==> src/mgl_pkg.sv <==
// Shared types, constants and helper functions of the mesh edge gradient limiter.
package mgl_pkg;

  localparam int MAX_TRIANGLES = 1024;
  localparam int COMPONENTS    = 4;
  localparam int SLOT_LIMIT    = MAX_TRIANGLES * COMPONENTS;

  localparam int SLOT_W  = 12;
  localparam int VAL_W   = 32;
  localparam int DIFF_W  = VAL_W + 1;
  localparam int MUL_W   = 34;
  localparam int PROD_W  = 2 * MUL_W;
  localparam int ACC_W   = PROD_W;
  localparam int NUM_W   = ACC_W + 16;
  localparam int DEN_W   = ACC_W;
  localparam int QUOT_W  = 32;
  localparam int LIM_W   = 17;
  localparam int COMP_W  = 2;
  localparam int FLOOR_W = 31;

  localparam logic [LIM_W-1:0] ONE_Q16 = 17'h10000;

  localparam logic [2:0] CFG_ENABLE  = 3'd0;
  localparam logic [2:0] CFG_FLOOR_0 = 3'd1;
  localparam logic [2:0] CFG_FLOOR_1 = 3'd2;
  localparam logic [2:0] CFG_FLOOR_2 = 3'd3;
  localparam logic [2:0] CFG_FLOOR_3 = 3'd4;

  localparam logic OP_TRIANGLE = 1'b0;
  localparam logic OP_EDGE     = 1'b1;

  typedef struct packed {
    logic              en;
    logic [SLOT_W-1:0] addr;
    logic [VAL_W-1:0]  x;
    logic [VAL_W-1:0]  y;
  } mem_wr_t;

  typedef struct packed {
    logic              done;
    logic              ovf;
    logic [QUOT_W-1:0] quot;
  } div_res_t;

  // Magnitude of a signed accumulator value.
  function automatic logic [ACC_W-1:0] mag(input logic signed [ACC_W-1:0] v);
    mag = v[ACC_W-1] ? ACC_W'(-v) : ACC_W'(v);
  endfunction

  function automatic logic slot_in_range(input logic [SLOT_W-1:0] s);
    slot_in_range = (32'(s) < 32'(SLOT_LIMIT));
  endfunction

endpackage

==> src/mgl_div.sv <==
// Iterative restoring divider giving a 32-bit quotient and an overflow flag.
module mgl_div (
  input  logic                      clk,
  input  logic                      rst_n,
  input  logic                      start,
  input  logic [mgl_pkg::NUM_W-1:0] num,
  input  logic [mgl_pkg::DEN_W-1:0] den,
  output mgl_pkg::div_res_t         res
);
  import mgl_pkg::*;

  logic              run_r;
  logic [4:0]        cnt_r;
  logic [DEN_W-1:0]  rem_r;
  logic [QUOT_W-1:0] nlo_r;
  logic [QUOT_W-1:0] q_r;
  logic [DEN_W-1:0]  den_r;
  logic              done_r;
  logic              ovf_r;
  logic [DEN_W:0]    trial;
  logic [DEN_W:0]    diff;
  logic              ge;
  logic              ovf_nxt;

  assign trial   = {rem_r, nlo_r[QUOT_W-1]};
  assign diff    = trial - {1'b0, den_r};
  assign ge      = (trial >= {1'b0, den_r});
  // A quotient that does not fit in 32 bits is flagged up front.
  assign ovf_nxt = ({(DEN_W + QUOT_W - NUM_W)'(0), num} >= {den, QUOT_W'(0)});

  always_ff @(posedge clk) begin
    if (!rst_n) begin
      run_r  <= 1'b0;
      done_r <= 1'b0;
      cnt_r  <= '0;
    end else begin
      done_r <= 1'b0;
      if (start) begin
        den_r <= den;
        ovf_r <= ovf_nxt;
        q_r   <= '0;
        rem_r <= DEN_W'(num[NUM_W-1:QUOT_W]);
        nlo_r <= num[QUOT_W-1:0];
        cnt_r <= '0;
        if (ovf_nxt) begin
          done_r <= 1'b1;
        end else begin
          run_r <= 1'b1;
        end
      end else if (run_r) begin
        rem_r <= ge ? diff[DEN_W-1:0] : trial[DEN_W-1:0];
        q_r   <= {q_r[QUOT_W-2:0], ge};
        nlo_r <= {nlo_r[QUOT_W-2:0], 1'b0};
        cnt_r <= cnt_r + 5'd1;
        if (cnt_r == 5'd31) begin
          run_r  <= 1'b0;
          done_r <= 1'b1;
        end
      end
    end
  end

  assign res.done = done_r;
  assign res.ovf  = ovf_r;
  assign res.quot = q_r;
endmodule
==> config.mk <==
export PLATFORM = sky130hd
export DESIGN_NAME = mgl_div
export DESIGN_NICKNAME = d
export VERILOG_FILES = /design/src/mgl_pkg.sv /design/src/mgl_div.sv
export SDC_FILE = /design/constraint.sdc
export NUM_CORES = 1
export LEC_CHECK = 0
export BUFFER_PORTS_ARGS = -buffer_cell sky130_fd_sc_hd__clkbuf_2
export CAP_MARGIN = 20
export CORE_MARGIN = 2
export CORE_UTILIZATION = 60
export CTS_BUF_LIST = sky130_fd_sc_hd__clkbuf_8
export CTS_CLUSTER_SIZE = 20
export DETAILED_ROUTE_END_ITERATION = 8
export PLACE_DENSITY = 0.83
export REMOVE_ABC_BUFFERS = 1
export SYNTH_ARGS = -nofsm -noshare
export SYNTH_HDL_FRONTEND = slang
export SYNTH_SLANG_ARGS = --single-unit
==> constraint.sdc <==
create_clock -name clk -period 6.19 [get_ports clk]
set_input_delay 1.238 -clock clk [delete_from_list [all_inputs] [get_ports clk]]
set_output_delay 1.238 -clock clk [all_outputs]
set_load 0.03 [all_outputs]
=== After elaboration in Yosys (flattened, before gate mapping) ===
Index checks and enable logic that the tools add are counted.

* Reduce and logical (&&, ||, !) cells: 4
* $lt $le $gt $ge: 2
* Bitwise gates (word level): 1
* Equality and inequality tests: 2
* $add $sub $neg: 2
* Multiplexer cells: 14

{| class="wikitable"
|+ Operator list
! kind !! number
|-
| $mux 68 || 2
|-
| $ge 84x100->1 || 1
|-
| $mux 32 || 3
|-
| $ge 69x68->1 || 1
|-
| $sub 68x68->68 || 1
|-
| $mux 52 || 1
|-
| $mux 1 || 8
|-
| $add 5x1->5 const B || 1
|-
| $eq 5x5->1 const B || 1
|-
| $reduce_and 2->1 || 2
|-
| $ne 2x2->1 const B || 1
|-
| $reduce_bool 2->1 || 1
|-
| $reduce_or 2->1 || 1
|-
| $not 1->1 || 1
|}

* Bits of input ports: 155
* Output and inout bits: 34
* Register bits after elaboration: 208

=== Longest topological paths before layout ===
* Word-level depth: 4
* Gate-level depth with buffers: 17
* Gate-level depth less buffers: 14

=== Worst setup path after synthesis ===
No wires, ideal clock.

* Path type: input to register
* From: input port start
* To: register nlo_r[0] (enable)
* Cell stages on the path: 4
* Data arrival time: 4.528 ns
* Required time: 5.705 ns
* Slack: 1.177 ns
* Buffers on the path: 2
* Setup time: 0.485 ns
* Cells stage by stage: clkbuf_1 -> clkbuf_1 -> o21ai_0 -> inv_1

* Longest elaborated chain between the ends: 2

{| class="wikitable"
|+ Ends and longest elaborated chain
! what !! RTL line !! text
|-
| start: declaration || mgl_div.sv:5 || <nowiki>input logic start,</nowiki>
|-
| $reduce_bool 2->1 (no line) || - ||
|-
| $reduce_and 2->1 (no line) || - ||
|-
| end signal: assignment || mgl_div.sv:43 || <nowiki>nlo_r <= num[QUOT_W-1:0];</nowiki>
|-
| end signal: assignment || mgl_div.sv:53 || <nowiki>nlo_r <= {nlo_r[QUOT_W-2:0], 1'b0};</nowiki>
|-
| end: declaration || mgl_div.sv:15 || <nowiki>logic [QUOT_W-1:0] nlo_r;</nowiki>
|}

No other way between the ends.
A chain may end at the register's enable or synchronous reset.

=== Final worst setup path ===
* From: register rem_r[9]
* To: register rem_r[1] (data pin)

* Longest elaborated chain between the ends: 4

{| class="wikitable"
|+ Ends and longest elaborated chain
! what !! RTL line !! text
|-
| start: declaration || mgl_div.sv:14 || <nowiki>logic [DEN_W-1:0] rem_r;</nowiki>
|-
| start signal: assignment || mgl_div.sv:42 || <nowiki>rem_r <= DEN_W'(num[NUM_W-1:QUOT_W]);</nowiki>
|-
| start signal: assignment || mgl_div.sv:51 || <nowiki>rem_r <= ge ? diff[DEN_W-1:0] : trial[DEN_W-1:0];</nowiki>
|-
| $ge 69x68->1 || mgl_div.sv:27 || <nowiki>assign ge = (trial >= {1'b0, den_r});</nowiki>
|-
| $mux 68 || mgl_div.sv:51 ||
|-
| $mux 68 || mgl_div.sv:50 || <nowiki>end else if (run_r) begin</nowiki>
|-
| $mux 52 || mgl_div.sv:38 || <nowiki>if (start) begin</nowiki>
|}

No other way between the ends. The select of a mux whose other input is x is not followed.

==> summary.md <==
| Metric | Value |
|---|---|
| Status | finished, final reports clean |
| Routed vias | roughly 11k |
| RR Endpoint | rem_r[1]$_DFFE_PP_ |
| Full die area | between 20000 and 25000 µm² |
| Worst hold path type | reg2reg |
| CTS hold repair buffers | 0 |
| Max Slew Vio Count | 0 |
| Clock buffer depth | 3 |
| Critical path depth | 12 |
| Slew at the pin closest to its max-slew limit | 0.657 ns |
| Avg WL per Cell | 17.9 µm |
| Post-synth ARST share | 0% |
| Pin count of the biggest net entering global routing | 60 |
| FILL cells | roughly 1.9k |
| Slowest-stage cell, CP | o221a_4 |
| Worst path cell trace | ha_1, a21oi_1, nor2_1, a211oi_1, nand3_1, a31oi_1, nand3_1, a21oi_2, o221a_4, buf_4, o21ai_0, mux2_2 |
| Total gr overflow | 0 |
| Power Density | between 200 and 300 nW/µm² |
| Setup violators final | 0 |
| Top cells by count, synth | 201 x edfxtp_1, 142 x inv_1, 137 x nand2_1 |
| R2R Setup Slk | 2.23 ns |
| F_max | 253 MHz |
| Top-count cell post-synth | edfxtp_1 |
| First-pass GRT wire length | 55400 µm |
| Layout area overhead | 13.0% |
| Crit-path max FO | 41 |
| Setup Fix Bufs, Post-CTS | 0 |
| Ys flop type | edfxtp_1 |
| Setup crit start | rem_r[9]$_DFFE_PP_ |
| Placer congestion estimate | 0.964 |
| Post-synth EDFFs | between 200 and 250 |
| Clk sinks | roughly 210 |
| DR vias/cell | roughly 5.8 |
| Fin crit share | 63.9% |
| Std cell rows | 56 |
| CTS tree | built |
| Unrepaired setup endpoints after global routing | no |
| H-tree depth | 2 |
| Pleak | between 7 and 8 nW |
| Core ar. | 23300 µm² |
| Antenna violations before repair | 2 |
| Die Span Y | 157 µm |
| WP data arrival | 4.24 ns |
| Crit path to | rem_r[1]$_DFFE_PP_ |
| Distinct cell type count after synthesis | 71 |
| Final #Nets | 1879 |
| CP Launch Type | register |
| Top cell type's share of synthesized area | between 40% and 50% |
| Number of global-route vias before repair | 11.3k |
| Clk root buf | clkbuf_8 |
| Port-buffer cells | 188 |
| 1st-pass router iterations | 5 |
| Crit-path max cell delay | about 0.55 ns |
| Critical path capture point type | register |
| Routed WL | 34800 µm |
| Final hold vios | 0 |
| Buf+Inv Stages, Crit Path | 1 |
| WP data required | 6.47 ns |
| Layout Cells excl Fill | 1945 |
| Syn Inst Count | 1427 |
| CTS resizes | 0 |
| R2R Path Start | rem_r[9]$_DFFE_PP_ |
| Max-Cap Viols | 0 |
| Worst-case reg-to-reg path depth | 12 |
| Iteration-0 DRC Markers | approximately 810 |
| Seq/Total Area, Yosys | 43.9% |
| Worst Path Class, Setup | reg2reg |
| Ports | 189 |
| ANT nets after route | 0 |
| Mapped Area | 14100 µm² |
| Post-layout minimum cycle time | 3.96 ns |
| Synth Warn # | 0 |
| Cts bufs inserted | 38 |
| Dpl ws | 1.99 ns |
| Hold slack | between 0.5 and 0.6 ns |
| Die W | 157 µm |
| Setup tns final | 0 ns |
| Drt drc | 0 |
| Crit path max-delay family | compound AO/OA/AOI/OAI gates |
| Critical path's most frequent cell | nand3_1 |
| # diodes | 0 |
| Initial Utilization | 60.4% |
| Post-detail-place hpwl | 26100 µm |
| CTS clk-pin slew, worst paths | 0.06 ns |
| Clk_skew | approximately 0.013 ns |
| Mapped Avg Cell Area | around 9.9 µm² |
| Rel. slew slack | 56.1% |
| GRT Total Usage | around 28% |
| Final setup margin | between 2 and 2.5 ns |
| Area leader, netlist | edfxtp_1 |
| Layout cells sized above 1 | roughly 20% |
| Max IR drop VDD | 0.000173 V |
| Final Util | between 60 and 70% |
| Placed Instances | approximately 1.9k |
| FF+latch count, synth | 208 |
| Area contributors post-synth | edfxtp_1 43%, ha_1 11%, a21oi_1 3.8%, inv_1 3.8%, nand2_1 3.7% |
| Clock Latency Late Sink | between 0.5 and 0.6 ns |
==> cell usage in the layout (no fill, tap or decap), drive strengths merged, types with 34 or more instances in the layout <==
cell    instances
nor2           75
a21oi         113
a31oi          37
nand2         137
clkbuf        225
nand4          40
o21ai          64
xor2           34
edfxtp        201
mux2           35
nor3           45
ha            122
inv           157
nor2b          45
a21o           55
==> power by group <==
part           internal [W]  total [W]  switching (W)  leakage (nW)
logic              0.000488    0.00123       0.000739          4.73
clock network      0.000697    0.00128       0.000581         0.407
registers           0.00169    0.00174      0.0000503          1.98
total               0.00288    0.00425        0.00137          7.12
==> worst min-delay path by stage <==
stage,to,startpoint,depth (start not counted),slack [ns]
after floorplan,cnt_r[4]$_SDFFE_PP0P_,cnt_r[4]$_SDFFE_PP0P_,2,0.47
after global placement,cnt_r[4]$_SDFFE_PP0P_,cnt_r[4]$_SDFFE_PP0P_,2,0.48
after detailed placement,cnt_r[4]$_SDFFE_PP0P_,cnt_r[4]$_SDFFE_PP0P_,2,0.50
after CTS,cnt_r[4]$_SDFFE_PP0P_,cnt_r[4]$_SDFFE_PP0P_,2,0.52
after global routing,cnt_r[4]$_SDFFE_PP0P_,cnt_r[4]$_SDFFE_PP0P_,2,0.54
final,cnt_r[3]$_SDFFE_PP0P_,cnt_r[3]$_SDFFE_PP0P_,2,0.52
==> per-layer routing <==
metal	vias to the layer above	track usage [%]	wire length [µm]
met2	401	47.2	16400
met5	-	0	34
met4	4	9.09	901
met1	5356	36.6	14800
met3	69	5.97	2660
li1	5534	-	-
==> cells by family (layout without fill, tap and decap cells) <==
kind of cell	count (synthesis)	after routing	synth area share [%]
buf+inv	207	406	6.19
flops	208	208	43.9
simple gates	424	424	14.8
compound gates	353	353	16.4
mux	48	48	3.73
fa+ha+maj	123	123	11.0
xor+xnor	64	64	3.99
==> registers in the layout (all words and copies together), names as in the netlist <==
signal,flops
cnt_r,5
den_r,68
done_r,1
nlo_r,32
ovf_r,1
q_r,32
rem_r,68
run_r,1
==> worst min-delay path, delay by kind of cell, from the launching register on <==
kind          cells  cell delay, ns
flops             1            0.33
simple gates      1            0.08
xor+xnor          1            0.06
==> through the flow <==
stage | area (µm²) | power, W
after floorplan | 13700 | 0.00264
after detailed placement | 15100 | 0.00297
after global placement | 15100 | 0.00294
final | 15900 | 0.00425
after CTS | 15900 | 0.00426
after global routing | 15900 | 0.00446
==> cell type report <==
cell class	count	area [µm²]	area share, %
Clock inverter	27	195	1.23
Multi-Input combinational cell	1012	7020	44.2
Sequential cell	208	6180	38.9
Timing Repair Buffer	198	1030	6.47
Inverter	143	539	3.39
Tap cell	319	399	2.51
Clock buffer	38	523	3.29
(Power assumes the default switching activity.)
